--- src/rtl/core/vrl_pkg.sv ---
// vrl_pkg: types, register indexes, fixed limits and pipeline depths for the
// velocity ramp and limit block. No dependencies.
package vrl_pkg;

    typedef logic signed [15:0] q412_t;
    typedef logic signed [16:0] lim17_t;
    typedef logic [3:0]         cfg_idx_t;

    // Register indexes of the configuration port
    localparam cfg_idx_t REG_MIN_VEL_X       = 4'd0;
    localparam cfg_idx_t REG_MAX_VEL_X       = 4'd1;
    localparam cfg_idx_t REG_MAX_VEL_THETA   = 4'd2;
    localparam cfg_idx_t REG_ACC_LIM_X       = 4'd3;
    localparam cfg_idx_t REG_DECEL_LIM_X     = 4'd4;
    localparam cfg_idx_t REG_ACC_LIM_THETA   = 4'd5;
    localparam cfg_idx_t REG_DECEL_LIM_THETA = 4'd6;
    localparam cfg_idx_t REG_PLANAR_CAP      = 4'd7;

    // Fixed y-axis limits and minimum speeds, Q4.12
    localparam lim17_t Y_VEL_LO        = 17'sd0;
    localparam lim17_t Y_VEL_HI        = 17'sd0;
    localparam lim17_t Y_ACCEL         = 17'sd0;
    localparam lim17_t Y_DECEL         = 17'sd0;
    localparam logic [14:0] PLANAR_FLOOR    = 15'd0;
    localparam logic [15:0] TURN_FLOOR      = 16'd0;
    localparam logic [31:0] PLANAR_FLOOR_SQ = 32'(PLANAR_FLOOR) * 32'(PLANAR_FLOOR);

    // Per-axis limits handed to one lane
    typedef struct packed {
        lim17_t acc;
        lim17_t dec;
        lim17_t lo;
        lim17_t hi;
    } lane_lim_t;

    localparam int LANE_DEPTH   = 3;
    localparam int SQRT_STEPS   = 24;
    localparam int DIV_STEPS    = 16;
    localparam int PLANAR_DEPTH = 4 + SQRT_STEPS + DIV_STEPS;
    localparam int PIPE_DEPTH   = LANE_DEPTH + PLANAR_DEPTH;

endpackage

--- src/rtl/core/vrl_axis_lane.sv ---
// vrl_axis_lane: three-stage ramp and clamp of one velocity axis.
// Depends on vrl_pkg.
module vrl_axis_lane (
    input  logic              clk,
    input  logic              en,
    input  vrl_pkg::q412_t    start,
    input  vrl_pkg::q412_t    cmd,
    input  logic [15:0]       dt,
    input  vrl_pkg::lane_lim_t lim,
    output vrl_pkg::q412_t    result
);
    import vrl_pkg::*;

    logic               up;
    lim17_t             dec_eff;
    lim17_t             sel;
    logic [16:0]        mag;
    logic [31:0]        prod;

    logic [15:0]        step_reg;
    logic               neg_reg;
    logic               up_reg;
    q412_t              start_reg;
    q412_t              cmd_reg;

    logic signed [17:0] sum;
    q412_t              sat;
    q412_t              ramp;
    q412_t              ramp_reg;

    lim17_t             lo;
    lim17_t             hi;
    lim17_t             mclip;
    lim17_t             clip;
    q412_t              result_reg;

    // Stage 1: pick the rate limit and scale it by dt
    always_comb
    begin
        up      = start < cmd;
        dec_eff = ($signed(lim.dec) == 17'sd0) ? -$signed(lim.acc) : $signed(lim.dec);
        sel     = up ? $signed(lim.acc) : dec_eff;
        mag     = sel[16] ? 17'(-sel) : 17'(sel);
        prod    = 32'(mag) * 32'(dt);
    end

    always_ff @(posedge clk)
    begin
        if (en)
        begin
            step_reg  <= prod[31:16];
            neg_reg   <= sel[16];
            up_reg    <= up;
            start_reg <= start;
            cmd_reg   <= cmd;
        end
    end

    // Stage 2: saturating add, never past the command
    always_comb
    begin
        sum = neg_reg ? 18'(start_reg) - $signed({2'b00, step_reg})
                      : 18'(start_reg) + $signed({2'b00, step_reg});
        if (sum > 18'sd32767)
            sat = 16'sh7fff;
        else if (sum < -18'sd32768)
            sat = 16'sh8000;
        else
            sat = sum[15:0];
        if (up_reg)
            ramp = (sat < cmd_reg) ? sat : cmd_reg;
        else
            ramp = (sat > cmd_reg) ? sat : cmd_reg;
    end

    always_ff @(posedge clk)
    begin
        if (en)
            ramp_reg <= ramp;
    end

    // Stage 3: clamp; crossed limits give the lower limit
    always_comb
    begin
        lo    = $signed(lim.lo);
        hi    = $signed(lim.hi);
        mclip = (17'(ramp_reg) < hi) ? 17'(ramp_reg) : hi;
        clip  = (mclip > lo) ? mclip : lo;
    end

    always_ff @(posedge clk)
    begin
        if (en)
            result_reg <= clip[15:0];
    end

    assign result = result_reg;

endmodule

--- config.mk ---
export PLATFORM = sky130hd
export DESIGN_NAME = vrl_axis_lane
export DESIGN_NICKNAME = d
export VERILOG_FILES = /design/src/rtl/core/vrl_pkg.sv /design/src/rtl/core/vrl_axis_lane.sv
export SDC_FILE = /design/constraint.sdc
export NUM_CORES = 1
export LEC_CHECK = 0
export ABC_AREA = 1
export BUFFER_PORTS_ARGS = -buffer_cell sky130_fd_sc_hd__buf_4
export CAP_MARGIN = 20
export CORE_ASPECT_RATIO = 1.25
export CORE_MARGIN = 3
export CORE_UTILIZATION = 58
export DETAILED_ROUTE_END_ITERATION = 10
export PLACE_DENSITY = 0.78
export SLEW_MARGIN = 20
export SYNTH_ARGS = -nofsm -noshare
export SYNTH_HDL_FRONTEND = slang
export SYNTH_SLANG_ARGS = --single-unit
--- constraint.sdc ---
create_clock -name clk -period 23.1 [get_ports clk]
set_input_delay 4.62 -clock clk [delete_from_list [all_inputs] [get_ports clk]]
set_output_delay 4.62 -clock clk [all_outputs]
set_load 0.02 [all_outputs]
==> results.rst <==
.. list-table::
   :header-rows: 1

   * - Metric
     - Value
   * - Outcome
     - finished, final reports clean
   * - Area of the placeable core
     - 0.0278 mm2
   * - Setup slack, reg-to-reg
     - 15620 ps
   * - Post-route minimum period
     - 12850 ps
   * - Count of boundary I/O pins
     - 134
   * - H-Tree Level Count
     - 3
   * - Most frequent cell on the critical path
     - sky130_fd_sc_hd__nand2_1
   * - Setup bufs post-CTS
     - 0
   * - Total wire length after detailed routing
     - 44.8 mm
   * - # clock sinks
     - 82
   * - Final worst-path cycle share
     - 0.556
   * - Yosys warns
     - 0
   * - Antenna fix cells
     - 0
   * - Overall Global Routing Usage
     - 0.296
   * - Fraction of layout instances using a drive strength above 1
     - 0.103
   * - Kind of critical path
     - in2reg
   * - Yosys top cell area share
     - 0.251
   * - EDFF count, synth
     - 82
   * - HPWL Detailed
     - 37.8 mm
   * - TritonCTS Buffers
     - 9
   * - R2R depth
     - 35
   * - Hold Fails Final Rpt
     - 0
   * - Reg-to-Reg Start
     - step_reg[0]$_DFFE_PP_
   * - Via count of the routed design
     - 14802
   * - Vias per inst
     - 5.67
   * - Drt wl/cell
     - 17.2 um
   * - Initial DRC count
     - 864
   * - Terminating pin of the worst hold path
     - ramp_reg[12]$_DFFE_PP_
   * - Synth cell types
     - 57
   * - Flip-flop cell with the highest count after synthesis
     - sky130_fd_sc_hd__edfxtp_1
   * - Die outline width
     - 157 um
   * - Total congestion overflow
     - 0
   * - Slew Limit Fails
     - 0
   * - CTS-repair resized insts
     - 0
   * - Endpoint arrival time on the critical path
     - 12970 ps
   * - Die outline height
     - 194 um
   * - Layout net count
     - 2760
   * - Final Wtd Congestion
     - 0.993
   * - Number of filler cells placed in the layout
     - 2402
   * - Number of hold buffers added after cts
     - 0
   * - Post-synthesis net count
     - 2659
   * - Pre-Repair DR Iteration Count
     - 8
   * - Number of global-route vias before repair
     - 15366
   * - Largest stage delay on the critical path
     - 580 ps
   * - Largest family of logic cells by synthesized area
     - adder cells
   * - CP max-delay cell
     - sky130_fd_sc_hd__nand2_1
   * - Fraction of registers with async set/reset
     - 0
   * - Max Fanout on Critical Path
     - 13
   * - Final setup TNS
     - 0 ps
   * - Max Cap Viol
     - 0
   * - Post-synth design cell area
     - 0.0165 mm2
   * - Sequential share of the synthesized area
     - 0.149
   * - Transition time of the tightest slew-check pin
     - 1070 ps
   * - Cell accounting for the most synthesized area
     - sky130_fd_sc_hd__fa_1
   * - CP Data Required Time
     - 23210 ps
   * - Max frequency
     - 77.8 MHz
   * - Worst min-delay path startpoint
     - cmd_reg[12]$_DFFE_PP_
   * - Average footprint of a synthesized cell
     - 7.65 um2
   * - TritonCTS clock tree
     - yes
   * - Setup repair after global routing missed its margin
     - false
   * - Total of endpoints with negative setup slack in the final report
     - 0
   * - Cell types with the largest area share after synthesis
     - sky130_fd_sc_hd__fa_1 (25%), sky130_fd_sc_hd__edfxtp_1 (15%), sky130_fd_sc_hd__ha_1 (14%)
   * - Yosys reg bits
     - 82
   * - Pin count of the biggest net entering global routing
     - 83
   * - Number of cells on the worst hold path
     - 2
   * - Number of port buffers
     - 133
   * - FF-to-FF End
     - ramp_reg[0]$_DFFE_PP_
   * - Antenna violations before repair
     - 0
   * - Clock-pin slew on the worst setup and hold paths
     - 60 ps
   * - Worst hold-check path type
     - reg2reg
   * - Clock latency at the later pin of the worst-skew pair
     - 360 ps
   * - Fraction of synthesized area in multiplexers
     - 0
   * - Post-synthesis share of cell area spent on xor and xnor gates
     - 0.0244
   * - Clock Skews
     - 12.1 ps
   * - Endpoint type of the worst setup path
     - register
   * - Area of the die
     - 0.0305 mm2
   * - Post-synthesis to final-layout area growth
     - 9.47%
   * - Startpoint types
     - input pin
   * - Area fraction in and, or, nand and nor cells after synthesis
     - 0.210
   * - Initial standard-cell utilization of the core
     - 0.592
   * - Compound-Gate Fraction of Synth Area
     - 0.106
   * - Post-detailed-route DRC marker count
     - 0
   * - Gate Count Post-Synth
     - 2153
   * - Wire length of the first global-routing pass
     - 72.5 mm
   * - Clock Path Buffers
     - 2
   * - Post-synthesis share of cell area spent on full adders, half adders and majority gates
     - 0.389
   * - FP Rows
     - 68
   * - Remaining antenna violation count after routing
     - 0
   * - Remaining max-slew budget at the tightest pin
     - 0.283
   * - Clock root buffer master
     - sky130_fd_sc_hd__clkbuf_16
-- area by class of cell --
type	instances	area, um2	share of cell area
multi-input cells	1548	12000	0.666
clock buffers	9	225	0.0125
well taps	350	438	0.0243
clock inverters	7	92.6	0.00513
inverters	477	1790	0.0994
repair buffers	136	1020	0.0566
flip-flops and latches	82	2460	0.136
-- through the flow --
step,util,hold slack [ps],instances,area (um2),worst slack (ps)
5_1_grt,0.648,741,2609,18000,9690
4_1_cts,0.648,681,2609,18000,10300
6_report,0.648,680,2609,18000,10250
3_5_place_dp,0.637,669,2593,17700,9920
3_3_place_gp,0.637,651,2593,17700,10130
2_1_floorplan,-,614,2153,16500,11450
-- metal layers --
| layer | vias up | share of wire | track usage |
|---|---|---|---|
| met5 | - | 0 | 0 |
| met4 | 0 | 0.056 | 0.160 |
| met3 | 163 | 0.060 | 0.0341 |
| met2 | 592 | 0.53 | 0.558 |
| met1 | 7088 | 0.35 | 0.316 |
| li1 | 6959 | - | - |
-- Yosys cell counts (all sizes together), types with 2 or more instances --
cell	number
a211oi	2
a21o	7
a21oi	98
a311oi	2
a31oi	10
and3	2
buf	11
clkbuf	35
clkinv	3
edfxtp	82
fa	207
ha	181
inv	474
nand2	426
nand3	85
nand4	21
nor2	234
nor3	13
nor3b	4
nor4	5
o2111ai	4
o211ai	4
o21a	4
o21ai	163
o21bai	4
o221ai	2
o311ai	3
o31ai	3
or2	11
xnor2	15
xor2	31
-- cells by family after synthesis --
family          count (synthesis)
simple gates                  803
buf+inv                       523
fa+ha+maj                     388
compound gates                311
flops                          82
xor+xnor                       46
-- critical path, delay by kind of cell --
family	cells	cell delay, ps
adders and majority gates	8	3470
and+or+nand+nor	20	2930
AOI/OAI and AO/OA	8	1380
buffers and inverters	7	540
-- placed cells by master (no fill, tap or decap), drive strengths merged, types with 4 or more instances in the layout --
cell | netlist | routed
or2 | 11 | 11
nor3b | 4 | 4
clkbuf | 35 | 9
a31oi | 10 | 10
nand3 | 85 | 85
nand2 | 426 | 426
o21a | 4 | 4
xor2 | 31 | 31
ha | 181 | 181
o211ai | 4 | 4
nor3 | 13 | 13
a21o | 7 | 7
buf | 11 | 136
o2111ai | 4 | 4
nand4 | 21 | 21
inv | 474 | 475
o21ai | 163 | 163
clkinv | 3 | 5
fa | 207 | 207
o21bai | 4 | 4
edfxtp | 82 | 82
nor4 | 5 | 5
nor2 | 234 | 234
a21oi | 98 | 98
xnor2 | 15 | 15
-- worst max path at each step --
stage              from                     end  slack (ps)  depth (start not counted)
3_5_place_dp   start[7]  step_reg[11]$_DFFE_PP_        9920                         40
2_1_floorplan   cmd[15]  step_reg[11]$_DFFE_PP_       11450                         38
6_report       start[7]  step_reg[14]$_DFFE_PP_       10250                         43
5_1_grt          cmd[7]  step_reg[11]$_DFFE_PP_        9690                         41
4_1_cts        start[7]  step_reg[11]$_DFFE_PP_       10300                         40
3_3_place_gp   start[3]  step_reg[11]$_DFFE_PP_       10130                         43
Power is not shown: default switching activity piles up to over one toggle a cycle in this logic, so the estimate is an artifact.
